## config.mk

```make
export PLATFORM = sky130hd
export DESIGN_NAME = lcgt_col_index
export DESIGN_NICKNAME = d
export VERILOG_FILES = /design/src/sv/lcgt_pkg.sv /design/src/sv/lcgt_col_index.sv
export SDC_FILE = /design/constraint.sdc
export NUM_CORES = 1
export LEC_CHECK = 0
export ABC_CLOCK_PERIOD_IN_PS = 800
export BUFFER_PORTS_ARGS = -buffer_cell sky130_fd_sc_hd__buf_4
export CORE_AREA = 2 2 39 41
export DETAILED_ROUTE_END_ITERATION = 12
export DIE_AREA = 0 0 41 43
export PLACE_DENSITY_LB_ADDON = 0.12
export SYNTH_ARGS = -nofsm -noshare
export SYNTH_HDL_FRONTEND = slang
export SYNTH_SLANG_ARGS = --single-unit
```

## constraint.sdc

```tcl
create_clock -name i_clk -period 0.8 [get_ports i_clk]
set_input_delay 0.08 -clock i_clk [delete_from_list [all_inputs] [get_ports i_clk]]
set_output_delay 0.08 -clock i_clk [all_outputs]
set_load 0.01 [all_outputs]
```

## src/sv/lcgt_pkg.sv

```systemverilog
// ----------------------------------------------------------------------------
// lcgt_pkg
// Shared types and constants of the per-column lidar ground tracker.
// ----------------------------------------------------------------------------
package lcgt_pkg;

    // Field widths fixed by the stream format.
    localparam int COL_W    = 11;
    localparam int COL_SPAN = 1 << COL_W;
    localparam int Z_W      = 16;
    localparam int SH_W     = 14;
    localparam int ROOF_W   = 15;
    localparam int TOL_W    = 11;
    localparam int CFG_IDX_W  = 2;
    localparam int CFG_DATA_W = 16;

    localparam int S_TDATA_W = 32;
    localparam int S_TUSER_W = 2;
    localparam int M_TDATA_W = 16;
    localparam int M_TUSER_W = 1;

    // Fixed geometry margins in millimetres.
    localparam int ROOF_MARGIN_MM    = 100;
    localparam int ACQUIRE_WINDOW_MM = 250;

    // Result buffer: covers the two pipeline stages plus results waiting downstream.
    localparam int OUT_DEPTH = 4;
    localparam int OUT_PTR_W = $clog2(OUT_DEPTH);
    localparam int OUT_CNT_W = $clog2(OUT_DEPTH + 1);

    // Reset values of the configuration registers.
    localparam logic [SH_W-1:0]          SENSOR_HEIGHT_RST    = SH_W'(2000);
    localparam logic signed [ROOF_W-1:0] ROOF_HEIGHT_RST      = '0;
    localparam logic [TOL_W-1:0]         GROUND_TOLERANCE_RST = TOL_W'(100);

    typedef enum logic [CFG_IDX_W-1:0] {
        REG_SENSOR_HEIGHT    = 2'd0,
        REG_ROOF_HEIGHT      = 2'd1,
        REG_GROUND_TOLERANCE = 2'd2
    } t_reg_idx;

    typedef enum logic [1:0] {
        MODE_ROOF    = 2'd0,
        MODE_ACQUIRE = 2'd1,
        MODE_TRACK   = 2'd2
    } t_mode;

    typedef struct packed {
        logic [SH_W-1:0]          sensor_height;
        logic signed [ROOF_W-1:0] roof_height;
        logic [TOL_W-1:0]         ground_tolerance;
    } t_cfg;

endpackage

```

## src/sv/lcgt_col_index.sv

```systemverilog
// ----------------------------------------------------------------------------
// lcgt_col_index
// Input stage register and reduction of the column to a tracker index.
// ----------------------------------------------------------------------------
module lcgt_col_index
    import lcgt_pkg::*;
#(
    parameter int COLUMN_COUNT = 2048,
    parameter int IDX_W        = 11
) (
    input  logic             i_clk,
    input  logic             i_load,
    input  logic [COL_W-1:0] i_col,
    output logic [COL_W-1:0] o_col,
    output logic [IDX_W-1:0] o_idx
);

    logic [COL_W-1:0] r_col;

    always_ff @(posedge i_clk) begin
        if (i_load) begin
            r_col <= i_col;
        end
    end

    assign o_col = r_col;

    generate
        if (COLUMN_COUNT >= COL_SPAN) begin : g_direct
            assign o_idx = r_col[IDX_W-1:0];
        end else begin : g_reduce
            // Quotient by a scaled reciprocal; the shift is large enough that the
            // estimate is exact for every column value, so no correction is needed.
            localparam int SHIFT  = COL_W + $clog2(COLUMN_COUNT) + 1;
            localparam int PROD_W = SHIFT + COL_W;
            localparam longint unsigned RECIP =
                ((64'd1 << SHIFT) + COLUMN_COUNT - 1) / COLUMN_COUNT;
            localparam logic [PROD_W-1:0] RECIP_L = PROD_W'(RECIP);
            localparam logic [COL_W-1:0]  COUNT_L = COL_W'(COLUMN_COUNT);

            logic [PROD_W-1:0] w_prod;
            logic [COL_W-1:0]  r_q;
            logic [COL_W-1:0]  w_qc;
            logic [COL_W-1:0]  w_rem;

            assign w_prod = {{(PROD_W-COL_W){1'b0}}, i_col} * RECIP_L;

            always_ff @(posedge i_clk) begin
                if (i_load) begin
                    r_q <= w_prod[PROD_W-1 -: COL_W];
                end
            end

            assign w_qc  = r_q * COUNT_L;
            assign w_rem = r_col - w_qc;
            assign o_idx = w_rem[IDX_W-1:0];
        end
    endgenerate

endmodule

```

### Yosys cells after proc, flatten, opt, wreduce, memory -nomap -nowiden

Cells that the tools add are included.

* add/subtract/negate cells: 0
* $mul: 0
* divide/modulo/power cells: 0
* magnitude comparators: 0
* eq/ne operators: 0
* shift-type cells: 0
* multiplexer cells: 0
* bitwise gates (word level): 0
* reductions and logical operators: 0

* bits in registers: 11
* latch bits: 0
* memory bits (writable): 0
* ROM bits: 0
* input port bits: 13
* output and inout port bits: 22
* logic and storage cells: 1
* memories: 0

### Longest topological paths before layout

* depth in word-level cells: 0
* mapped depth: 1

### Least setup slack after synthesis

OpenSTA, ideal clock, no wires.

* path kind: register to output
* from: reg r_col[0], in the netlist o_col[0]
* to: out o_idx[0]
* arrival: 0.578 ns
* path slack: 0.142 ns
* cell stages (with the launch flop): 2
* buffers on the path: 1
* path through: edfxtp_1 -> buf_4

RTL lines
* from (decl): line lcgt_col_index.sv:18 `logic [COL_W-1:0] r_col;`
* from (signal assigned): line lcgt_col_index.sv:22 `r_col <= i_col;`
* to (decl): line lcgt_col_index.sv:15 `output logic [IDX_W-1:0] o_idx`

No word-level cell between the ends.

### Worst setup path after layout

* from: reg r_col[7], in the netlist o_col[7]
* to: out o_col[7]

RTL lines
* to (decl): line lcgt_col_index.sv:14 `output logic [COL_W-1:0] o_col,`

No word-level cell between the ends.

==> metrics.yaml <==
status:
  outcome: "finished, violations left"
  failed_checks: "setup timing"
critical_path:
  crit_path_start_kind: "flop"
  slowest_delay_ns: 0.42
  path_delay_family: "flip-flops"
  crit_cells: 1
  end_kind: "primary output"
  cp_slowest_cell: "edfxtp_1"
  path_max_fanout: 2
  required_ns: 0.72
  cp-startpoint: "o_col[7]"
  worstSetupPathType: "flop to primary output"
  crit_chain: "buf_6"
  path_buf_inv: 1
  critPathArrivalTime_ns: 0.82
cts:
  clk_path_buf_depth: 2
  cts_max_level: 1
  cts_post_setup_buffers_inserted: 0
  cts_tree: "done"
  ctsRootBufferMaster: "clkbuf_4"
  clk_pin_slew_ns: 0.06
  cts_buffers: 3
  cts_sinks: 11
sta:
  final.period_utilization_pct: 112
  hold_viol: 0
  finalSetupViolations: 22
  fmax_ghz: 1.12
  final.setup.worst_slack_ns: -0.0964
  period_needed_ns: 0.896
  slew_viol_final: 0
  rsz0062_at_grt: "yes"
  max_slew.worst_pin.slew_ns: 0.141
  slew_headroom_pct: 90.6
job:
  cap_violations: 0
synthesis:
  synth-seq-area-share_pct: 80.0
  synth_top_area_share_pct: 80.0
  synth_area_sq_um: 413
  syn_area_per_cell_sq_um: 18.8
  yosysWarnings: 0
  synthTopCellsByArea: "edfxtp_1 (80%), buf_4 (20%)"
  synth_cells: 22
  yosysUniqueCellTypes: 2
  mappedNetlistNets: 35
  yosysTopAreaCell: "edfxtp_1"
  ys_seq_elements: 11
routing:
  num_vias: 294
  ant_nets: 0
  finalWirelength_um: 749
  drt_iter0_markers: 0
  viasPerCell: 3.87
  drc_errors: 0
  routedWlPerCell_um: 9.86
  firstDrtPassIters: 1
layout:
  largest_reg_flops: 11
  multi_input_cells: 0
  nNetsFinal: 74
  drive_above_1_share_pct: 61.7
  antenna_cells: 0
  multi_input_area_sq_um: 0
  final_cell_area_sq_um: 772
  syn2layout_area_growth_pct: 87.0
placed_design:
  placed_area_sq_um: 606
  gp_congestion: 0.532
  portBuffers: 34
floorplan:
  die_area_sq_um: 1760
  core_area_sq_um: 1380
  fp.dieW_um: 41
  ios: 35
  die_h_um: 43
  start_util_pct: 29.8
  rows: 14
pwr:
  ir_worst_vdd_mv: 1.14
  power_density_nw_per_um2: 1760
  leakagePower_uw: 0.000342
  design_power_total_uw: 1360
global_routing:
  grtUsageTotal_pct: 9.85
  grt_pass1_vias: 278
  antenna_found_initial: 0
  grt_overflow: 0
  grt_first_pass_wirelength_um: 1100
  grt_max_degree: 12
worst_hold_path:
  hold_depth: 1
  worstHoldStart: "i_load"
  min_path_type: "primary input to flop"
==> through the flow <==
stage / setup slack [ns] / util [%] / std cells / TNS (ns) / hold slack (ns)
after CTS: -0.113 / 54.4 / 76 / -2.18 / 0.131
after global routing: -0.147 / 55.8 / 76 / -2.97 / 0.132
final: -0.0964 / 55.8 / 76 / -1.93 / 0.135
after floorplan: 0.142 / - / 22 / 0 / 0.179
after global placement: 0.205 / 43.8 / 61 / 0 / 0.259
after detailed placement: 0.177 / 43.8 / 61 / 0 / 0.259
==> kinds of logic (layout without fill, tap and decap cells) <==
logic type,Yosys count,count (layout),synth area share (%)
flops,11,11,80.0
buf+inv,11,49,20.0
==> synthesized netlist by cell type <==
master / count
buf_4: 11
edfxtp_1: 11
==> metal layers <==
metal | vias to the layer above | wire, um | global-route usage (%) | share of wire [%]
met5 | - | 0 | 0 | 0
met4 | 0 | 0 | 6.00 | 0
met3 | 0 | 59 | 3.14 | 7.9
met2 | 19 | 467 | 18.1 | 62
met1 | 132 | 222 | 7.93 | 30
li1 | 143 | - | - | -
==> path summary, 6_finish.rpt <==
check,end,slack [ns]
hold / removal,o_col[5],0.13
setup / recovery,o_col[7],-0.1
==> placed cells by master, fill, tap and decap left out <==
cell           count
buf_4             26
clkbuf_1           1
dlygate4sd3_1     11
edfxtp_1          11
clkbuf_4           3
buf_6              8
==> final cells by class <==
| type | count | area [sq um] |
|---|---|---|
| flip-flops and latches | 11 | 330 |
| clock buffers | 4 | 26.3 |
| fillers | 113 | 612 |
| repair buffers | 45 | 395 |
| well taps | 16 | 20.0 |
==> where the power goes <==
group	total, uW	internal [uW]	switching, uW
Clock	357	192	164
Combinational	288	190	98.4
Sequential	715	687	27.7
Total	1360	1070	290
==> timing repair <==
| item | 4_1_cts | 5_1_grt |
|---|---|---|
| hold buffers | 11 | 0 |
| endpoints found under the setup margin | 22 | 22 |
| pin swaps | 0 | 0 |
| hold endpoints to repair | 11 | 0 |
| gates resized for setup | 3 | 5 |
(Power assumes the default switching activity.)
