### config.mk
export PLATFORM = sky130hd
export DESIGN_NAME = lcgt_classify
export DESIGN_NICKNAME = d
export VERILOG_FILES = /design/src/sv/lcgt_pkg.sv /design/src/sv/lcgt_classify.sv
export SDC_FILE = /design/constraint.sdc
export NUM_CORES = 1
export LEC_CHECK = 0
export ABC_CLOCK_PERIOD_IN_PS = 15300
export BUFFER_PORTS_ARGS = -buffer_cell sky130_fd_sc_hd__buf_2
export CORE_ASPECT_RATIO = 1.5
export CORE_MARGIN = 4
export CORE_UTILIZATION = 50
export DETAILED_ROUTE_END_ITERATION = 7
export GPL_TIMING_DRIVEN = 0
export PLACE_DENSITY = 0.81
export REMOVE_ABC_BUFFERS = 1
export SYNTH_ARGS = -nofsm -noshare
export SYNTH_HDL_FRONTEND = slang
export SYNTH_SLANG_ARGS = --single-unit
### constraint.sdc
create_clock -name vclk -period 15.3
set_clock_uncertainty 0.05 [all_clocks]
set_input_delay 3.825 -clock vclk [all_inputs]
set_output_delay 3.825 -clock vclk [all_outputs]
set_load 0.05 [all_outputs]
### src/sv/lcgt_pkg.sv
// ----------------------------------------------------------------------------
// lcgt_pkg
// Shared types and constants of the per-column lidar ground tracker.
// ----------------------------------------------------------------------------
package lcgt_pkg;

    // Field widths fixed by the stream format.
    localparam int COL_W    = 11;
    localparam int COL_SPAN = 1 << COL_W;
    localparam int Z_W      = 16;
    localparam int SH_W     = 14;
    localparam int ROOF_W   = 15;
    localparam int TOL_W    = 11;
    localparam int CFG_IDX_W  = 2;
    localparam int CFG_DATA_W = 16;

    localparam int S_TDATA_W = 32;
    localparam int S_TUSER_W = 2;
    localparam int M_TDATA_W = 16;
    localparam int M_TUSER_W = 1;

    // Fixed geometry margins in millimetres.
    localparam int ROOF_MARGIN_MM    = 100;
    localparam int ACQUIRE_WINDOW_MM = 250;

    // Result buffer: covers the two pipeline stages plus results waiting downstream.
    localparam int OUT_DEPTH = 4;
    localparam int OUT_PTR_W = $clog2(OUT_DEPTH);
    localparam int OUT_CNT_W = $clog2(OUT_DEPTH + 1);

    // Reset values of the configuration registers.
    localparam logic [SH_W-1:0]          SENSOR_HEIGHT_RST    = SH_W'(2000);
    localparam logic signed [ROOF_W-1:0] ROOF_HEIGHT_RST      = '0;
    localparam logic [TOL_W-1:0]         GROUND_TOLERANCE_RST = TOL_W'(100);

    typedef enum logic [CFG_IDX_W-1:0] {
        REG_SENSOR_HEIGHT    = 2'd0,
        REG_ROOF_HEIGHT      = 2'd1,
        REG_GROUND_TOLERANCE = 2'd2
    } t_reg_idx;

    typedef enum logic [1:0] {
        MODE_ROOF    = 2'd0,
        MODE_ACQUIRE = 2'd1,
        MODE_TRACK   = 2'd2
    } t_mode;

    typedef struct packed {
        logic [SH_W-1:0]          sensor_height;
        logic signed [ROOF_W-1:0] roof_height;
        logic [TOL_W-1:0]         ground_tolerance;
    } t_cfg;

endpackage

### src/sv/lcgt_classify.sv
// ----------------------------------------------------------------------------
// lcgt_classify
// Tracker update: classifies one point and forms the new column state.
// ----------------------------------------------------------------------------
module lcgt_classify
    import lcgt_pkg::*;
#(
    parameter int GAP_LIMIT = 4,
    parameter int GAP_W     = 3
) (
    input  t_cfg                    i_cfg,
    input  logic                    i_start,
    input  logic                    i_point_valid,
    input  logic signed [Z_W-1:0]   i_z,
    input  t_mode                   i_mode,
    input  logic signed [Z_W-1:0]   i_last,
    input  logic [GAP_W-1:0]        i_gap,
    output t_mode                   o_mode,
    output logic signed [Z_W-1:0]   o_last,
    output logic [GAP_W-1:0]        o_gap,
    output logic                    o_road
);

    localparam logic [GAP_W:0] GAP_LIMIT_L = (GAP_W+1)'(GAP_LIMIT);

    logic signed [Z_W:0]   w_target;
    logic signed [Z_W:0]   w_z;
    logic signed [Z_W:0]   w_roof_lim;
    logic signed [Z_W:0]   w_acq_d;
    logic signed [Z_W:0]   w_trk_d;
    logic signed [Z_W+1:0] w_trk_d18;
    logic signed [Z_W+1:0] w_tol;
    t_mode                 w_mode;
    logic signed [Z_W-1:0] w_last;
    logic [GAP_W-1:0]      w_gap;
    logic [GAP_W:0]        w_gap_inc;
    logic                  w_trk_ok;
    logic                  w_acq_ok;
    logic                  w_roof_hit;

    assign w_target = -$signed({3'b000, i_cfg.sensor_height});
    assign w_z      = {i_z[Z_W-1], i_z};

    // A column start replaces the stored state before the point is handled.
    always_comb begin
        if (i_start) begin
            w_mode = MODE_ROOF;
            w_last = w_target[Z_W-1:0];
            w_gap  = '0;
        end else begin
            w_mode = i_mode;
            w_last = i_last;
            w_gap  = i_gap;
        end
    end

    assign w_trk_d   = w_z - {w_last[Z_W-1], w_last};
    assign w_trk_d18 = {w_trk_d[Z_W], w_trk_d};
    assign w_tol     = $signed({{(Z_W+2-TOL_W){1'b0}}, i_cfg.ground_tolerance});
    assign w_trk_ok  = i_point_valid &&
                       ((w_trk_d18 >= 0 && w_trk_d18 < w_tol) ||
                        (w_trk_d18 < 0 && (w_trk_d18 + (w_tol <<< 1)) > 0));

    assign w_roof_lim = {{2{i_cfg.roof_height[ROOF_W-1]}}, i_cfg.roof_height}
                        - (Z_W+1)'(ROOF_MARGIN_MM);
    assign w_roof_hit = i_point_valid && (w_z < w_roof_lim);

    assign w_acq_d  = w_z - w_target;
    assign w_acq_ok = i_point_valid &&
                      (w_acq_d < (Z_W+1)'(ACQUIRE_WINDOW_MM)) &&
                      (w_acq_d > -(Z_W+1)'(ACQUIRE_WINDOW_MM));

    assign w_gap_inc = {1'b0, w_gap} + (GAP_W+1)'(1);

    always_comb begin
        o_mode = w_mode;
        o_last = w_last;
        o_gap  = w_gap;
        o_road = 1'b0;
        case (w_mode)
            MODE_TRACK: begin
                if (w_trk_ok) begin
                    o_road = 1'b1;
                    o_last = i_z;
                    o_gap  = '0;
                end else if (w_gap_inc > GAP_LIMIT_L) begin
                    o_mode = MODE_ACQUIRE;
                    o_gap  = '0;
                end else begin
                    o_gap = w_gap_inc[GAP_W-1:0];
                end
            end
            MODE_ACQUIRE: begin
                if (w_acq_ok) begin
                    o_mode = MODE_TRACK;
                    o_last = i_z;
                    o_road = 1'b1;
                end
            end
            default: begin
                // Roof search: a point clearly below the roof moves to acquire and is
                // evaluated as an acquire point in the same step.
                if (w_roof_hit) begin
                    o_mode = MODE_ACQUIRE;
                    if (w_acq_ok) begin
                        o_mode = MODE_TRACK;
                        o_last = i_z;
                        o_road = 1'b1;
                    end
                end
            end
        endcase
    end

endmodule

# Word level (Yosys, flattened, before mapping)
# Cells that the tools add are included.
classes:
  add_sub_neg: 6
  n_lt_le_gt_ge: 8
  n_eq_ne: 2
  muxes: 20
  n_reduce_logical: 7
op_table:
  columns: ["op", "count"]
  rows:
  - ["2-to-1 mux 16 bit", 4]
  - ["case mux 16 bit (2 select lines)", 1]
  - ["adder 17 x 13 -> 18 bit", 1]
  - ["greater-than comparator 18 x 1 -> 1 bit (second input constant)", 1]
  - ["greater-or-equal comparator 17 x 1 -> 1 bit (second input constant)", 1]
  - ["greater-than comparator 17 x 9 -> 1 bit (second input constant)", 1]
  - ["less-than comparator 17 x 1 -> 1 bit (second input constant)", 1]
  - ["less-than comparator 17 x 12 -> 1 bit", 1]
  - ["less-than comparator 17 x 9 -> 1 bit (second input constant)", 1]
  - ["negation 14 -> 17 bit", 1]
  - ["subtractor 16 x 16 -> 17 bit", 1]
  - ["subtractor 16 x 17 -> 17 bit", 1]
  - ["less-than comparator 16 bit", 1]
  - ["subtractor 15 x 8 -> 16 bit (second input constant)", 1]
  - ["2-to-1 mux 2 bit", 6]
  - ["2-to-1 mux 3 bit", 4]
  - ["logical AND 1 bit", 6]
  - ["adder 3 x 1 -> 4 bit (second input constant)", 1]
  - ["greater-than comparator 4 x 3 -> 1 bit (second input constant)", 1]
  - ["case mux 2 bit (2 select lines)", 1]
  - ["2-to-1 mux 1 bit", 3]
  - ["equality test 2 x 1 -> 1 bit (second input constant)", 1]
  - ["equality test 2 bit (second input constant)", 1]
  - ["case mux 1 bit (2 select lines)", 1]
  - ["logical OR 1 bit", 1]
word_totals:
  ff_bits: 0
  input_bits: 79
  output_inout_bits: 22
  elab_cells: 43

# Longest topological paths before layout
logic_depth:
  depth_word: 10
  depth_mapped: 31

# Worst setup path after synthesis
# No wires, ideal clock.
synth_timing:
  path_type: "input port to output port"
  startpoint: "in i_start"
  endpoint: "out o_mode[1]"
  arrival_time_ns: 10.612
  t_required_ns: 11.425
  setup_slack_ns: 0.813
  stages: 29
  n_path_buf: 4
  path_cell_list: "clkbuf_1 > clkbuf_1 > clkbuf_1 > buf_1 > mux2i_1 > ha_1 > nor2b_1 > o21ai_0 > a41oi_1 > o311ai_0 > o21ai_0 > o21ai_0 > nand2_1 > maj3_1 > maj3_1 > xnor2_1 > ha_1 > o21a_1 > o21ai_0 > o41ai_1 > nand4_1 > nor3_1 > o211ai_1 > o211ai_1 > or4_4 > nand2_4 > o211a_1 > nor3_1 > a211oi_1"
synth_via:
  elab_chain_len: 9
synth_lines:
  columns: ["element", "line", "source"]
  rows:
  - ["start, declared", "lcgt_classify.sv:12", "input logic i_start,"]
  - ["2-to-1 mux 16 bit", "lcgt_classify.sv:46", "if (i_start) begin"]
  - ["subtractor 16 x 16 -> 17 bit", "lcgt_classify.sv:57", "assign w_trk_d = w_z - {w_last[Z_W-1], w_last};"]
  - ["adder 17 x 13 -> 18 bit", "lcgt_classify.sv:62", "(w_trk_d18 < 0 && (w_trk_d18 + (w_tol <<< 1)) > 0));"]
  - ["greater-than comparator 18 x 1 -> 1 bit", "lcgt_classify.sv:62", null]
  - ["logical AND 1 bit", "lcgt_classify.sv:62", null]
  - ["logical OR 1 bit", "lcgt_classify.sv:61", "((w_trk_d18 >= 0 && w_trk_d18 < w_tol) ||"]
  - ["logical AND 1 bit", "lcgt_classify.sv:60", "assign w_trk_ok = i_point_valid &&"]
  - ["2-to-1 mux 2 bit", "lcgt_classify.sv:82", "if (w_trk_ok) begin"]
  - ["case mux 2 bit (2 select lines) (*)", "lcgt_classify.sv:80", "case (w_mode)"]
  - ["end, declared", "lcgt_classify.sv:18", "output t_mode o_mode,"]
# Mark *: on every way between the ends. The rest lies on a longest branch, timed or not.

# Worst setup path in the final report
layout_timing:
  startpoint: "in i_start"
  endpoint: "out o_last[2]"
layout_via:
  elab_chain_len: 9
layout_lines:
  columns: ["element", "line", "source"]
  rows:
  - ["2-to-1 mux 16 bit", "lcgt_classify.sv:46", null]
  - ["subtractor 16 x 16 -> 17 bit", "lcgt_classify.sv:57", null]
  - ["adder 17 x 13 -> 18 bit", "lcgt_classify.sv:62", null]
  - ["greater-than comparator 18 x 1 -> 1 bit", "lcgt_classify.sv:62", null]
  - ["logical AND 1 bit", "lcgt_classify.sv:62", null]
  - ["logical OR 1 bit", "lcgt_classify.sv:61", null]
  - ["logical AND 1 bit", "lcgt_classify.sv:60", null]
  - ["2-to-1 mux 16 bit", "lcgt_classify.sv:82", null]
  - ["case mux 16 bit (2 select lines) (*)", "lcgt_classify.sv:80", null]
  - ["end, declared", "lcgt_classify.sv:19", "output logic signed [Z_W-1:0] o_last,"]
# Marks and branches as above.

==> results by group <==
Global routing
  – Congestion Overflow GR: 0
  – Largest net degree at the start of global routing: 38
  – Tot GR Track Use: 24.21%
  – First-pass GRT wire length: 23.60 mm
  – Vias in the first global route: 5287
  – Initial antenna violation count: 0

Worst setup path
  – Critical Path Fanout Max: 37
  – WP data required: 11.43 ns
  – Type of origin of the critical path: input pin
  – Worst Setup SP: i_start
  – Crit path DAT: 10.59 ns
  – Worst Setup Path Type: in2out
  – Critical path endpoint category: output pin

Pwr
  – Peak VDD IR: 0.04112 mV
  – PD cells: 48.84 nW/um^2
  – Leak Pwr: 2.363 nW

Status
  – Status: finished clean

Layout
  – Sequential cell count: 0
  – Utilization after layout: 56.06%
  – # diodes: 0
  – Clock buffers: 0
  – Commonest non-fill, non-tap cell in the layout: buf_2
  – Most frequent cells in the layout: buf_2, ha_1, nand2_1, nor2_1
  – Multi-input logic area: 4624 um^2
  – Area grow syn2layout: 10.01%
  – Register Area: 0 um^2
  – # fillers: 946
  – Final net count: 909
  – Layout cells sized above 1: 17.97%

Route
  – Routed WL per cell: 15.88 um
  – DRC violations left: 0
  – Vias/cell: 6.395
  – Iteration-0 DRC Markers: 337
  – Post-route ant nets: 0
  – Pre-Repair DR Iteration Count: 5
  – WL final: 14.02 mm
  – DR vias: 5647

Floorplanning
  – Die W: 89.14 um
  – DIE HEIGHT: 129.7 um
  – Core area: 9689 um^2
  – I/O pin total: 101
  – Initial Util: 50.96%
  – Die area: 11560 um^2
  – Row cnt: 44

Logic synthesis
  – Warnings from Yosys: 0
  – Synthesized area per cell: 7.063 um^2
  – Netlist Area Pre-Place: 4937 um^2
  – Yosys cell types: 82
  – Cells after synthesis: 699
  – Register area share after synthesis: 0%

Placed design
  – GP Congestion: 0.9806
  – Post-DP HPWL: 11.87 mm
  – Port Buffers: 101

Worst hold path
  – Sink of the worst hold path: o_last[14]
  – Hold Path Stages: 4
  – Hold Crit Class: in2out
  – Hold_sp: i_z[14]

STA
  – Maximum clock frequency: 69.13 MHz
  – Final setup violation count: 0
  – Hold Slack: 8.069 ns
  – Fin crit share: 94.54%
  – Final Hold Fails: 0
  – Slew margin rel.: 46.51%
  – RSZ-0062 raised after global routing: false
  – Final min period: 14.46 ns
  – Least-Margin Pin Slew: 0.7952 ns
  – Total negative slack: 0 ns
  – Max-slew violation count: 0

Run
  – Max-cap violation count: 0

Clock network
  – Cts hold-fix bufs: 0
  – Setup bufs post-CTS: 0
  – Post-CTS Resized: 0
-- cells in the mapped netlist, drive strengths merged (7+ instances only) --
master  instances  share of area (%)
clkbuf         22                1.7
nand3          19                1.9
nor2           51                3.9
and3            7               0.99
o21a           12                1.8
o21ai          41                4.2
nor3           20                2.0
a31o            8                1.4
inv            42                3.2
nand2          54                4.3
nor2b          12                1.5
maj3            9                1.8
o211ai          9                1.4
o31ai           8                1.8
ha             57                 14
nand2b         20                2.5
a21o           14                2.1
xor2           13                2.3
a21boi         11                1.7
buf            10                1.5
a31oi          16                2.2
nor4           15                2.5
or4             9                1.5
a211oi         16                2.7
nand4           9                1.1
or3            10                1.5
xnor2          41                7.3
a21oi          28                2.8
o22ai          12                1.5
-- where the power goes --
part	switching (mW)	leakage (nW)	internal [mW]
registers	0	0	0
logic	0.159	2.36	0.106
clock network	0	0	0
total	0.159	2.36	0.106
-- worst max-delay path: stages --
cell      delay (ns)
buf_2           0.50
mux2i_1         0.42
ha_1            0.29
nor2b_1         0.14
o21ai_0         0.27
a41oi_1         0.24
o311ai_0        0.30
o21ai_0         0.23
o21ai_0         0.13
nand2_1         0.11
maj3_1          0.37
maj3_1          0.37
xnor2_1         0.17
ha_1            0.25
and2_1          0.16
o41ai_1         0.37
nand4_1         0.16
nor3_1          0.23
o211ai_1        0.13
o211ai_1        0.22
or4_4           0.20
a211oi_2        0.07
a211oi_2        0.64
inv_2           0.22
o21ai_1         0.19
o21ai_1         0.11
buf_2           0.26
-- per-stage QoR --
| stage | instances | worst slack [ns] | cell area (um^2) | total power [mW] |
|---|---|---|---|---|
| 2_1_floorplan | 667 | 1.693 | 4782 | 0.1971 |
| 3_3_place_gp | 883 | 1.002 | 5431 | 0.2580 |
| 3_5_place_dp | 883 | 0.8721 | 5431 | 0.2626 |
| 4_1_cts | 883 | 0.8498 | 5431 | 0.2638 |
| 5_1_grt | 883 | 0.2144 | 5431 | 0.2954 |
| 6_report | 883 | 0.8351 | 5431 | 0.2653 |
-- worst max-delay path by stage --
| stage | endpoint | cells after the start | slack (ns) |
|---|---|---|---|
| after floorplan | o_mode[1] | 27 | 1.69 |
| after global placement | o_last[2] | 27 | 1.00 |
| after detailed placement | o_last[2] | 27 | 0.87 |
| after CTS | o_last[2] | 29 | 0.85 |
| after global routing | o_last[2] | 27 | 0.21 |
| final | o_last[2] | 27 | 0.84 |
-- area by class of cell --
cell class | count | share of cell area (%)
inverter | 42 | 2.903
timing repair buffer | 101 | 9.307
tap | 115 | 2.649
multi-input combinational | 625 | 85.14
-- cells by family after synthesis --
family          after synthesis  share of synthesized area [%]
buf+inv                      74                          6.336
simple gates                254                          28.33
mux                           8                          1.698
fa+ha+maj                    69                          17.49
xor+xnor                     57                          10.95
compound gates              237                          35.20
-- routing by layer --
layer | part of all wire, % | global-route usage, % | vias up | wire, um
met2 | 51 | 44.25 | 170 | 7152
met1 | 40 | 29.63 | 2589 | 5667
li1 | - | - | 2838 | -
met3 | 4.5 | 0.8844 | 50 | 624
met5 | 0 | 0 | - | 0
met4 | 4.1 | 8.326 | 0 | 573
Note: power is estimated with default switching activity, not from simulation.
