===== src/sv/lcgt_pkg.sv =====
// ----------------------------------------------------------------------------
// lcgt_pkg
// Shared types and constants of the per-column lidar ground tracker.
// ----------------------------------------------------------------------------
package lcgt_pkg;

    // Field widths fixed by the stream format.
    localparam int COL_W    = 11;
    localparam int COL_SPAN = 1 << COL_W;
    localparam int Z_W      = 16;
    localparam int SH_W     = 14;
    localparam int ROOF_W   = 15;
    localparam int TOL_W    = 11;
    localparam int CFG_IDX_W  = 2;
    localparam int CFG_DATA_W = 16;

    localparam int S_TDATA_W = 32;
    localparam int S_TUSER_W = 2;
    localparam int M_TDATA_W = 16;
    localparam int M_TUSER_W = 1;

    // Fixed geometry margins in millimetres.
    localparam int ROOF_MARGIN_MM    = 100;
    localparam int ACQUIRE_WINDOW_MM = 250;

    // Result buffer: covers the two pipeline stages plus results waiting downstream.
    localparam int OUT_DEPTH = 4;
    localparam int OUT_PTR_W = $clog2(OUT_DEPTH);
    localparam int OUT_CNT_W = $clog2(OUT_DEPTH + 1);

    // Reset values of the configuration registers.
    localparam logic [SH_W-1:0]          SENSOR_HEIGHT_RST    = SH_W'(2000);
    localparam logic signed [ROOF_W-1:0] ROOF_HEIGHT_RST      = '0;
    localparam logic [TOL_W-1:0]         GROUND_TOLERANCE_RST = TOL_W'(100);

    typedef enum logic [CFG_IDX_W-1:0] {
        REG_SENSOR_HEIGHT    = 2'd0,
        REG_ROOF_HEIGHT      = 2'd1,
        REG_GROUND_TOLERANCE = 2'd2
    } t_reg_idx;

    typedef enum logic [1:0] {
        MODE_ROOF    = 2'd0,
        MODE_ACQUIRE = 2'd1,
        MODE_TRACK   = 2'd2
    } t_mode;

    typedef struct packed {
        logic [SH_W-1:0]          sensor_height;
        logic signed [ROOF_W-1:0] roof_height;
        logic [TOL_W-1:0]         ground_tolerance;
    } t_cfg;

endpackage


===== src/sv/lcgt_out_fifo.sv =====
// ----------------------------------------------------------------------------
// lcgt_out_fifo
// Small result buffer that drives the output stream.
// ----------------------------------------------------------------------------
module lcgt_out_fifo
    import lcgt_pkg::*;
(
    input  logic                 i_clk,
    input  logic                 i_rst_n,
    input  logic                 i_push,
    input  logic [COL_W-1:0]     i_col,
    input  logic                 i_road,
    input  logic                 i_pop_ready,
    output logic                 o_valid,
    output logic [COL_W-1:0]     o_col,
    output logic                 o_road,
    output logic [OUT_CNT_W-1:0] o_count
);

    logic [COL_W-1:0]     r_col  [OUT_DEPTH];
    logic                 r_road [OUT_DEPTH];
    logic [OUT_PTR_W-1:0] r_wr_ptr;
    logic [OUT_PTR_W-1:0] r_rd_ptr;
    logic [OUT_CNT_W-1:0] r_count;
    logic                 w_pop;

    assign o_valid = (r_count != '0);
    assign w_pop   = o_valid && i_pop_ready;

    always_ff @(posedge i_clk) begin
        if (!i_rst_n) begin
            r_wr_ptr <= '0;
            r_rd_ptr <= '0;
            r_count  <= '0;
        end else begin
            if (i_push) begin
                r_wr_ptr <= r_wr_ptr + OUT_PTR_W'(1);
            end
            if (w_pop) begin
                r_rd_ptr <= r_rd_ptr + OUT_PTR_W'(1);
            end
            if (i_push && !w_pop) begin
                r_count <= r_count + OUT_CNT_W'(1);
            end else if (!i_push && w_pop) begin
                r_count <= r_count - OUT_CNT_W'(1);
            end
        end
    end

    always_ff @(posedge i_clk) begin
        if (i_push) begin
            r_col[r_wr_ptr]  <= i_col;
            r_road[r_wr_ptr] <= i_road;
        end
    end

    assign o_col   = r_col[r_rd_ptr];
    assign o_road  = r_road[r_rd_ptr];
    assign o_count = r_count;

endmodule


===== config.mk =====
export PLATFORM = sky130hd
export DESIGN_NAME = lcgt_out_fifo
export DESIGN_NICKNAME = d
export VERILOG_FILES = /design/src/sv/lcgt_pkg.sv /design/src/sv/lcgt_out_fifo.sv
export SDC_FILE = /design/constraint.sdc
export NUM_CORES = 1
export LEC_CHECK = 0
export CORE_AREA = 8 8 74 83
export DETAILED_ROUTE_END_ITERATION = 8
export DIE_AREA = 0 0 82 91
export DONT_BUFFER_PORTS = 1
export GPL_TIMING_DRIVEN = 0
export PLACE_DENSITY_LB_ADDON = 0.15
export RECOVER_POWER = 50
export SETUP_SLACK_MARGIN = 0.2
export SLEW_MARGIN = 5
export SYNTH_ARGS = -nofsm -noshare
export SYNTH_HDL_FRONTEND = slang
export SYNTH_SLANG_ARGS = --single-unit

===== constraint.sdc =====
create_clock -name i_clk -period 4.8 [get_ports i_clk]
set_input_delay 0.96 -clock i_clk [delete_from_list [all_inputs] [get_ports i_clk]]
set_output_delay 0.96 -clock i_clk [all_outputs]
set_load 0.05 [all_outputs]

* After elaboration in Yosys (flattened, before gate mapping)
Memories as Yosys holds them, arrays and structs flattened. A register that Yosys moved wholly into a read port is not among the register bits.
Index checks and enable logic that the tools add are counted.
** Storage, ports and cells
- Flip-flop bits (word level) :: 7
- Bits in writable memories :: 48
- Output and inout bits :: 16
- Logic and storage cells :: 24
- Memories :: 2
** Memories
- r_col :: words 4, bits a word 11, rd ports 1, clocked after Yosys merged registers in 1, wr ports 1, line lcgt_out_fifo.sv:20 : logic [COL_W-1:0] r_col [OUT_DEPTH];
- r_road :: words 4, bits a word 1, rd ports 1, clocked after Yosys merged registers in 1, wr ports 1, line lcgt_out_fifo.sv:21 : logic r_road [OUT_DEPTH];
** Operators by class
- $add $sub $neg :: 4
- Muxes and demuxes :: 8
- Reductions and logical operators :: 7
** Operators with widths (count)
- 2-bit two-way mux :: 4
- 3-bit two-way mux :: 2
- 2-bit by 1-bit adder with 2-bit output (second input constant) :: 2
- 3-bit by 1-bit adder with 3-bit output (second input constant) :: 1
- 1-bit logical AND :: 3
- 3-bit nonzero test :: 1
- 3-bit by 1-bit subtractor with 3-bit output (second input constant) :: 1
- 1-bit zero test :: 2
- 1-bit two-way mux :: 2
- 2-bit nonzero test :: 1

* Longest topological paths before layout
Gate-level depths: netlist of the first run.
- Depth in word-level cells :: 5
- Depth in mapped cells :: 7

* Worst setup path before layout of the first run
OpenSTA, ideal clock, no wires.
- Path kind :: in2reg
- Start :: in i_pop_ready
- End :: reg r_count[2], in the netlist o_count[2]
- Setup time :: 76 ps
- Data arrival time :: 2208 ps
- Required time :: 4724 ps
- Setup slack :: 2517 ps
- Cell stages on the path :: 7
- Cell sequence :: o31ai_4 > ha_1 > inv_1 > fa_1 > xor2_1 > or3_1 > a21boi_0
** On the way
- Word-level cells in the longest chain between the ends :: 4
- Elaborated cells between the ends (all ways) :: 6
- Classes of those cells :: mux (1); reduce/logical (5)
** RTL lines
- from (decl) :: line lcgt_out_fifo.sv:13 : input logic i_pop_ready,
- 1-bit logical AND * :: line lcgt_out_fifo.sv:28 : assign w_pop = o_valid && i_pop_ready;
- 1-bit zero test :: line lcgt_out_fifo.sv:42 : if (i_push && !w_pop) begin
- 1-bit logical AND :: line lcgt_out_fifo.sv:42
- 3-bit two-way mux or 2-bit nonzero test (tied branches)
- to (signal assigned) :: line lcgt_out_fifo.sv:43 : r_count <= r_count + OUT_CNT_W'(1);
- to (signal assigned) :: line lcgt_out_fifo.sv:45 : r_count <= r_count - OUT_CNT_W'(1);
- to (decl) :: line lcgt_out_fifo.sv:24 : logic [OUT_CNT_W-1:0] r_count;
Every way passes the cells marked *; elsewhere a longest branch is shown, timed or not.
A chain may end at the register's enable or synchronous reset.

==> results.cfg, run 1 <==
[synth]
yosys.area.top_type = edfxtp_1
synthesis.area_um2 = 2200
synth_top_area_share = 0.655
yosys-top-cells-count = edfxtp_1 (48), mux4_2 (11), and2_1 (9), dfxtp_1 (9), ha_1 (5)
synth_nets = 126
synth_edf_count = 48
ys_warn_count = 0
synthDistinctLibCells = 20
syn_area_per_cell_um2 = 21.2
synth_ff_type = edfxtp_1
synth-seq-area-share = 0.736
async_flop_share = 0
synth_area_leaders = edfxtp_1 (65%), mux4_2 (11%), dfxtp_1 (8.2%)
synth-seq-cells = 57
synthCells = 104
yosysMostFrequentCell = edfxtp_1

[global_route]
grt_max_degree = 13
grt_pass1_wl_mm = 5.42
gr-total-overflow = 0
antenna_found_initial = 0
grt.total_usage = 0.103
grt_pass1_vias = 1064

[timing]
period_minus_slack_ns = 2.58
setup_viol = 0
setup_ws_ns = 2.22
grt_setup_unrepaired = no
clock.fmax_ghz = 0.387
skew_ns = 0.00742
tightestPinTransition_ns = 0.951
final.setup.tns_ns = 0
timing.final.crit_share = 0.538
timing.hold.ws_ns = 0.573
final_hold_viol_count = 0
slew_headroom = 0.365
slew_viol_final = 0

[clock_network]
cts_setup_buffers = 0
numCtsBuffers = 9
clk_pin_slew_ns = 0.06
root_buffer = clkbuf_8
cts_max_path_buffers = 2
cts_tree = done
cts_resized = 0
clk_latency_ns = 0.32
cts.sinks = 57
htreeDepth = 3
ctsHoldBuffers = 0

[drt]
totalWireLength_mm = 3.48
wl_per_cell_um = 19.7
drt_iter0_drc = 89
viasPerCell = 5.31
detail-route-antenna-nets = 0
dr.pass1.iters = 4
vias = 939
drc = 0

[finish]
nNetsFinal = 137
final_util = 0.506
fillCellCount = 403
area_delta_synth_final_pct = 10.2
stdcell_count = 177
stdcell_area_um2 = 2430
drive_gt1_frac = 0.210
diodes = 0

[setup_path]
worst_ep_required_time_ns = 3.84
crit_arrival_ns = 1.62
slowest_delay_ns = 0.69
critPathSlowestCell = mux4_2
crit_family = multiplexers
critical_path.max_fanout = 10
crit_path_start_kind = flip-flop
setup.worst_path.end_class = primary output
crit_path_cell_trace = buf_6 > mux4_2
critPathKind = flip-flop to primary output
path_buf_inv = 1

[pwr]
power.density_nw_per_um2 = 584
total_leakage_power_nw = 0.801
ir_drop_uv = 262
power.total_mw = 1.42

[hold_path]
hold_path_class = flip-flop to flip-flop

[floorplan]
die_h_um = 91
initial_core_util = 0.459
ioPinCount = 32
rows = 27
coreArea_um2 = 4800
die_w_um = 82
die_area_um2 = 7460

[placement]
pre_cts_slack_ns = 2.38
globalplace.congestion = 0.592
postPlaceCellArea_um2 = 2270
io_buffers = 0
hpwl_mm = 2.35
dp.cells = 162

[job]
max_cap_viol_count = 0

[run_status]
status = completed
==> cell type report <==
cell class,count,area [um^2],share of cell area
inverters,3,11.3,0.00464
clock inverters,6,50.0,0.0206
multi-input cells,42,532,0.219
clock buffers,9,124,0.0510
plain buffers,2,16.3,0.00670
flip-flops and latches,57,1620,0.668
well taps,58,72.6,0.0299
==> logic make-up (layout without fill, tap and decap cells) <==
| kind of cell | after synthesis | in the layout | synth area share |
|---|---|---|---|
| xor+xnor | 5 | 5 | 0.0199 |
| flops | 57 | 57 | 0.736 |
| buf+inv | 5 | 20 | 0.0125 |
| compound gates | 4 | 4 | 0.0227 |
| mux | 14 | 14 | 0.134 |
| simple gates | 13 | 13 | 0.0375 |
| fa+ha+maj | 6 | 6 | 0.0375 |
==> metal layers <==
layer / GRT usage / share of wire
met5: 0 / 0
met4: 0.0718 / 0.026
met1: 0.0994 / 0.37
met3: 0.0523 / 0.092
met2: 0.165 / 0.51
==> state kept, by name, indices dropped and copies added, names as in the netlist, named ones only <==
name / flops
o_count: 3
r_road: 4
r_wr_ptr: 2
r_col: 44
r_rd_ptr: 2
==> tightest hold or removal path: stages, from the launching register on <==
cell and delay (ns):
dfxtp_1 0.33, mux2i_1 0.13, nor2b_1 0.06
==> cell usage in the layout, fill, tap and decap left out <==
| master | Yosys | layout |
|---|---|---|
| buf_2 | 1 | 1 |
| mux4_2 | 11 | 11 |
| dfxtp_1 | 9 | 9 |
| and2_1 | 9 | 4 |
| mux2i_1 | 2 | 2 |
| buf_6 | 1 | 1 |
| bufinv_16 | 0 | 1 |
| a21boi_0 | 1 | 1 |
| fa_1 | 1 | 1 |
| o21ai_0 | 1 | 1 |
| xnor2_1 | 3 | 3 |
| or3_1 | 1 | 1 |
| clkinv_1 | 0 | 4 |
| inv_1 | 3 | 3 |
| or3_2 | 1 | 1 |
| o31ai_1 | 0 | 1 |
| clkbuf_8 | 0 | 9 |
| ha_1 | 5 | 5 |
| o311ai_0 | 0 | 1 |
| nor2b_1 | 2 | 2 |
| and2_0 | 0 | 5 |
| clkinv_2 | 0 | 1 |
| mux4_1 | 1 | 1 |
| xor2_1 | 2 | 2 |
| edfxtp_1 | 48 | 48 |
==> where the power goes <==
group          internal [mW]  leakage, nW  switching (mW)  total [mW]
logic                  0.124        0.197           0.259       0.383
clock network          0.228       0.0890           0.166       0.394
registers              0.580        0.515          0.0608       0.641
==> worst paths after layout <==
kind	startpoint	endpoint	slack, ns	cells past startpoint
worst max register to register	o_count[0]	o_count[2]	2.39	7
worst min register to register	r_wr_ptr[1]	r_wr_ptr[1]	0.57	2
worst max-delay path	flip-flop	o_col[10]	2.22	2
worst min-delay path	r_wr_ptr[1]	r_wr_ptr[1]	0.57	2
Note: power is estimated with default switching activity, not from simulation.
==> run 2: changes to the inputs <==
ABC_AREA = 1   (was unset)
CORE_AREA = 8 8 75 83   (was 8 8 74 83)
DIE_AREA = 0 0 83 91   (was 0 0 82 91)
clock period = 2.6 ns   (was 4.8 ns; I/O delays follow)
==> results.cfg, run 2 <==
[setup_path]
reg2reg_depth = 8
worst_ep_required_time_ns = 2.82
worst_path_most_repeated_cell = nor2_1
crit_path_cell_trace = nor2_1 > nand2_2 > nand2_1 > ha_1 > inv_1 > fa_1 > o21ai_0 > nor2_1
critPathSlowestCell = dfxtp_1
crit_arrival_ns = 2.47
crit_end = o_count[1]
critPathKind = flip-flop to flip-flop
ff2ff_setup_slack_ns = 0.35
r2r-start = o_count[2]
r2r_end = o_count[1]
crit_start = o_count[2]
slowest_delay_ns = 0.66
crit_path_start_kind = flip-flop
setup.worst_path.end_class = flip-flop
critical_path.max_fanout = 4

[synth]
synthDistinctLibCells = 16
synthesis.area_um2 = 2240
synth_edf_count = 48
synth_top_area_share = 0.643
synthMuxAreaShare = 0
async_flop_share = 0
yosysMostFrequentCell = edfxtp_1
synthCells = 179
yosys-top-cells-count = edfxtp_1 (48), nor2_1 (29), inv_1 (16), o21ai_1 (16), nand2_1 (15)
synth-seq-area-share = 0.724
synth-simple-area-share = 0.0804
synth_area_leaders = edfxtp_1 (64%), dfxtp_1 (8.0%), nor2_1 (4.9%)
ys_warn_count = 0
synth_top_family_by_area = compound AO/OA/AOI/OAI gates
synth_ff_type = edfxtp_1
syn_area_per_cell_um2 = 12.5
yosys.area.top_type = edfxtp_1
synth-compound-area-share = 0.109
synth_nets = 201
synth-seq-cells = 57
synth_fa_ha_area_frac = 0.0369
yosys.area_share.xor_xnor = 0

[timing]
setup_viol = 0
grt_setup_unrepaired = no
setup_ws_ns = 0.349
timing.hold.ws_ns = 0.279
slew_viol_final = 0
final.setup.tns_ns = 0
final_hold_viol_count = 0
period_minus_slack_ns = 2.25
slew_headroom = 0.579
skew_ns = 0.00899
clock.fmax_ghz = 0.444
tightestPinTransition_ns = 0.633
timing.final.crit_share = 0.866

[drt]
detail-route-antenna-nets = 0
wl_per_cell_um = 17.8
viasPerCell = 5.28
drc = 0
totalWireLength_mm = 4.50
vias = 1336
drt_iter0_drc = 96
dr.pass1.iters = 4

[pwr]
ir_drop_uv = 486
clockPowerShare = 0.304
power.internal_mw = 1.71
power.density_nw_per_um2 = 1030
seq_power_share = 0.437
p_sw_frac = 0.358
switchingPower_mw = 0.954
total_leakage_power_nw = 0.955
comb_power_share = 0.259

[global_route]
grt_pass1_vias = 1415
grt_pass1_wl_mm = 7.20
grt_max_degree = 13
grt.total_usage = 0.125
gr-total-overflow = 0
antenna_found_initial = 0

[finish]
nNetsFinal = 212
layout_common_cells = edfxtp_1 (48), nor2_1 (29), inv_1 (16), o21ai_1 (16), nand2_1 (14)
largest_reg_flops = 44
final_common_cell = edfxtp_1
stdcell_area_um2 = 2590
drive_gt1_frac = 0.185
area_delta_synth_final_pct = 15.7
diodes = 0
top_register = r_col

[clock_network]
clk_pin_slew_ns = 0.07
ctsHoldBuffers = 0
root_buffer = clkbuf_8
cts_max_path_buffers = 2
clk_latency_ns = 0.33
htreeDepth = 3
cts_tree = done
cts.sinks = 57
numCtsBuffers = 9

[job]
max_cap_viol_count = 0

[floorplan]
die_h_um = 91
die_w_um = 83
die_area_um2 = 7550
ioPinCount = 32
rows = 27
initial_core_util = 0.457
coreArea_um2 = 4900

[placement]
postPlaceCellArea_um2 = 2310
hpwl_mm = 2.99
io_buffers = 0
pre_cts_slack_ns = 0.0668
globalplace.congestion = 0.720

[hold_path]
hold_path_class = primary input to flip-flop

[run_status]
status = completed
## run 2: through the flow
step                utilization  cells  power (mW)
finish                    0.529    253        2.66
global route              0.529    253        2.78
floorplan                     -    179        1.72
global placement          0.472    237        1.81
CTS                       0.529    253        2.69
detailed placement        0.472    237        1.83
## run 2: worst min-delay path by stage
| stage | slack, ns | end | cells after the start | start |
|---|---|---|---|---|
| 2_1_floorplan | 0.46 | flip-flop | 2 | r_rd_ptr[1] |
| 3_3_place_gp | 0.48 | r_rd_ptr[1] | 2 | r_rd_ptr[1] |
| 3_5_place_dp | 0.51 | r_rd_ptr[1] | 2 | r_rd_ptr[1] |
| 4_1_cts | 0.26 | r_col[0][7] | 0 | i_col[7] |
| 5_1_grt | 0.26 | r_col[0][7] | 0 | i_col[7] |
| 6_report | 0.28 | r_col[0][7] | 0 | i_col[7] |
## run 2: repair_timing
item                                   4_1_cts  5_1_grt
endpoints found under the hold margin        0        0
resized for setup                           14        2
setup endpoints to repair                   14        2
setup buffers                                0        0
## run 2: power groups by stage
stage | clock network, mW | logic, mW | registers, mW
floorplan | 0 | 0.549 | 1.17
global placement | 0 | 0.633 | 1.18
detailed placement | 0 | 0.652 | 1.18
CTS | 0.823 | 0.699 | 1.17
global route | 0.857 | 0.755 | 1.17
finish | 0.809 | 0.691 | 1.16
## run 2: worst max-delay path, delay by kind of cell (launching register included)
kind / cells / cell delay (ns)
AND/OR/NAND/NOR: 4 / 0.62
AO/OA/AOI/OAI: 1 / 0.15
adder cells (fa/ha/maj): 2 / 0.62
buffers and inverters: 1 / 0.09
flip-flops: 1 / 0.66
## run 2: per-layer routing
| layer | GRT usage | up-vias | routed length [um] |
|---|---|---|---|
| li1 | - | 656 | - |
| met1 | 0.123 | 638 | 1750 |
| met2 | 0.213 | 31 | 2300 |
| met3 | 0.0545 | 11 | 335 |
| met4 | 0.0748 | 0 | 114 |
| met5 | 0 | - | 0 |
## run 2: layout make-up
class / count / area, um^2
clock buffer: 13 / 159
buffer: 6 / 47.5
fill: 432 / 2310
clock inverter: 3 / 40.0
multi-input combinational: 99 / 586
inverter: 17 / 63.8
tap: 58 / 72.6
sequential: 57 / 1620
## run 2: cells by family (layout without fill, tap and decap cells)
kind of cell / after synthesis / after routing
buffers and inverters: 23 / 39
flip-flops: 57 / 57
adder cells (fa/ha/maj): 6 / 6
AO/OA/AOI/OAI: 46 / 46
AND/OR/NAND/NOR: 47 / 47
==> run 3: changes to the inputs <==
clock period = 2.8 ns   (was 2.6 ns; I/O delays follow)
==> results.cfg, run 3 (same netlist as run 2, synthesis figures left out) <==
[pwr]
switchingPower_mw = 0.866
power.internal_mw = 1.57
comb_power_share = 0.249
ir_drop_uv = 444
clockPowerShare = 0.307
p_sw_frac = 0.356
seq_power_share = 0.444
total_leakage_power_nw = 0.933
power.density_nw_per_um2 = 962

[setup_path]
r2r_end = o_count[1]
r2r-start = o_count[0]
reg2reg_depth = 8
crit_path_start_kind = flip-flop
critPathKind = flip-flop to primary output
crit_arrival_ns = 1.92
critical_path.max_fanout = 10
setup.worst_path.end_class = primary output
ff2ff_setup_slack_ns = 0.46
worst_ep_required_time_ns = 2.24

[timing]
slew_viol_final = 0
grt_setup_unrepaired = no
timing.final.crit_share = 0.886
period_minus_slack_ns = 2.48
setup_viol = 0
clock.fmax_ghz = 0.403
slew_headroom = 0.273
skew_ns = 0.00925
final.setup.tns_ns = 0
tightestPinTransition_ns = 1.11
final_hold_viol_count = 0
setup_ws_ns = 0.320

[drt]
wl_met2_mm = 2.31
top_layer = met4
drc = 0
wl_met3_um = 338
drt_iter0_drc = 88
detail-route-antenna-nets = 0
dr.pass1.iters = 4
totalWireLength_mm = 4.44
met1Wirelength_mm = 1.71
vias = 1338
wl_per_cell_um = 17.5
viasPerCell = 5.29

[clock_network]
clk_latency_ns = 0.33
cts_tree = done
root_buffer = clkbuf_8
cts_max_path_buffers = 2
clk_pin_slew_ns = 0.07
cts.sinks = 57
numCtsBuffers = 9
cts_setup_buffers = 0
htreeDepth = 3

[floorplan]
coreArea_um2 = 4900
die_area_um2 = 7550
initial_core_util = 0.457
die_h_um = 91
ioPinCount = 32
die_w_um = 83
rows = 27

[finish]
nNetsFinal = 212
stdcell_area_um2 = 2530
layout_common_cells = edfxtp_1 (48), nor2_1 (29), inv_1 (16), o21ai_1 (16), nand2_1 (14)
drive_gt1_frac = 0.123
final_common_cell = edfxtp_1
largest_reg_flops = 44
top_register = r_col
register_area_um2 = 1620
multi_input_area_um2 = 523
diodes = 0
fillCellCount = 427
area_delta_synth_final_pct = 12.8

[placement]
hpwl_mm = 2.99
io_buffers = 0
pre_cts_slack_ns = 0.267
postPlaceCellArea_um2 = 2310
globalplace.congestion = 0.720

[hold_path]
holdCritStartpoint = i_road
hold_path_class = primary input to flip-flop
hold_end = r_road[1]
hold_depth = 0

[global_route]
antenna_found_initial = 0
grt_pass1_vias = 1393
gr-total-overflow = 0
grt_max_degree = 13
grt_pass1_wl_mm = 7.18
grt.total_usage = 0.125

[run_status]
status = completed

[job]
max_cap_viol_count = 0
==> run 3: changes by cell type in the layout (fill, tap and decap cells not counted) <==
| cell | change |
|---|---|
| o22ai_2 | -10 |
| o22ai_1 | +10 |
| dfxtp_1 | +2 |
| dfxtp_2 | -2 |
==> run 3: routing by layer <==
layer	global-route usage	vias up
li1	-	658
met1	0.122	637
met2	0.215	35
met3	0.0545	8
met4	0.0748	0
met5	0	-
==> run 3: worst max path at each step <==
| stage | depth (start not counted) | slack (ns) | end |
|---|---|---|---|
| 2_1_floorplan | 8 | 0.45 | o_count[1] |
| 3_3_place_gp | 8 | 0.32 | o_count[1] |
| 3_5_place_dp | 8 | 0.27 | o_count[1] |
| 4_1_cts | 4 | 0.24 | o_col[2] |
| 5_1_grt | 3 | 0.21 | o_col[7] |
| 6_report | 3 | 0.32 | o_col[7] |
==> run 3: power groups by stage <==
stage          clock, mW  combinational (mW)  sequential (mW)
2_1_floorplan          0               0.510             1.08
3_3_place_gp           0               0.587             1.09
3_5_place_dp           0               0.605             1.10
4_1_cts            0.765               0.606             1.08
5_1_grt            0.796               0.668             1.09
6_report           0.747               0.605             1.08
==> run 3: cell type report <==
type                            instances  share of cell area
Buffer                                  6              0.0188
Clock inverter                          3              0.0158
Multi-Input combinational cell         99               0.207
Tap cell                               58              0.0287
Sequential cell                        57               0.642
Clock buffer                           13              0.0629
Inverter                               17              0.0252
==> run 3: per-stage QoR <==
stage                     utilization  hold WS (ns)  std cells  total power, mW
final                           0.516         0.320        253             2.43
after global routing            0.516         0.304        253             2.55
after global placement          0.472         0.482        237             1.68
after CTS                       0.513         0.303        253             2.45
after detailed placement        0.472         0.509        237             1.70
after floorplan                     -         0.463        179             1.59
==> run 3: worst max-delay path, stage by stage (launching register included) <==
cell and delay (ns):
dfxtp_1 0.43, buf_4 0.23, o21ai_1 0.09, o22ai_1 0.83
==> run 3: timing repair <==
action / 4_1_cts / 5_1_grt
resized for setup: 0 / 3
setup endpoints to repair: 0 / 4
hold buffers: 0 / 0
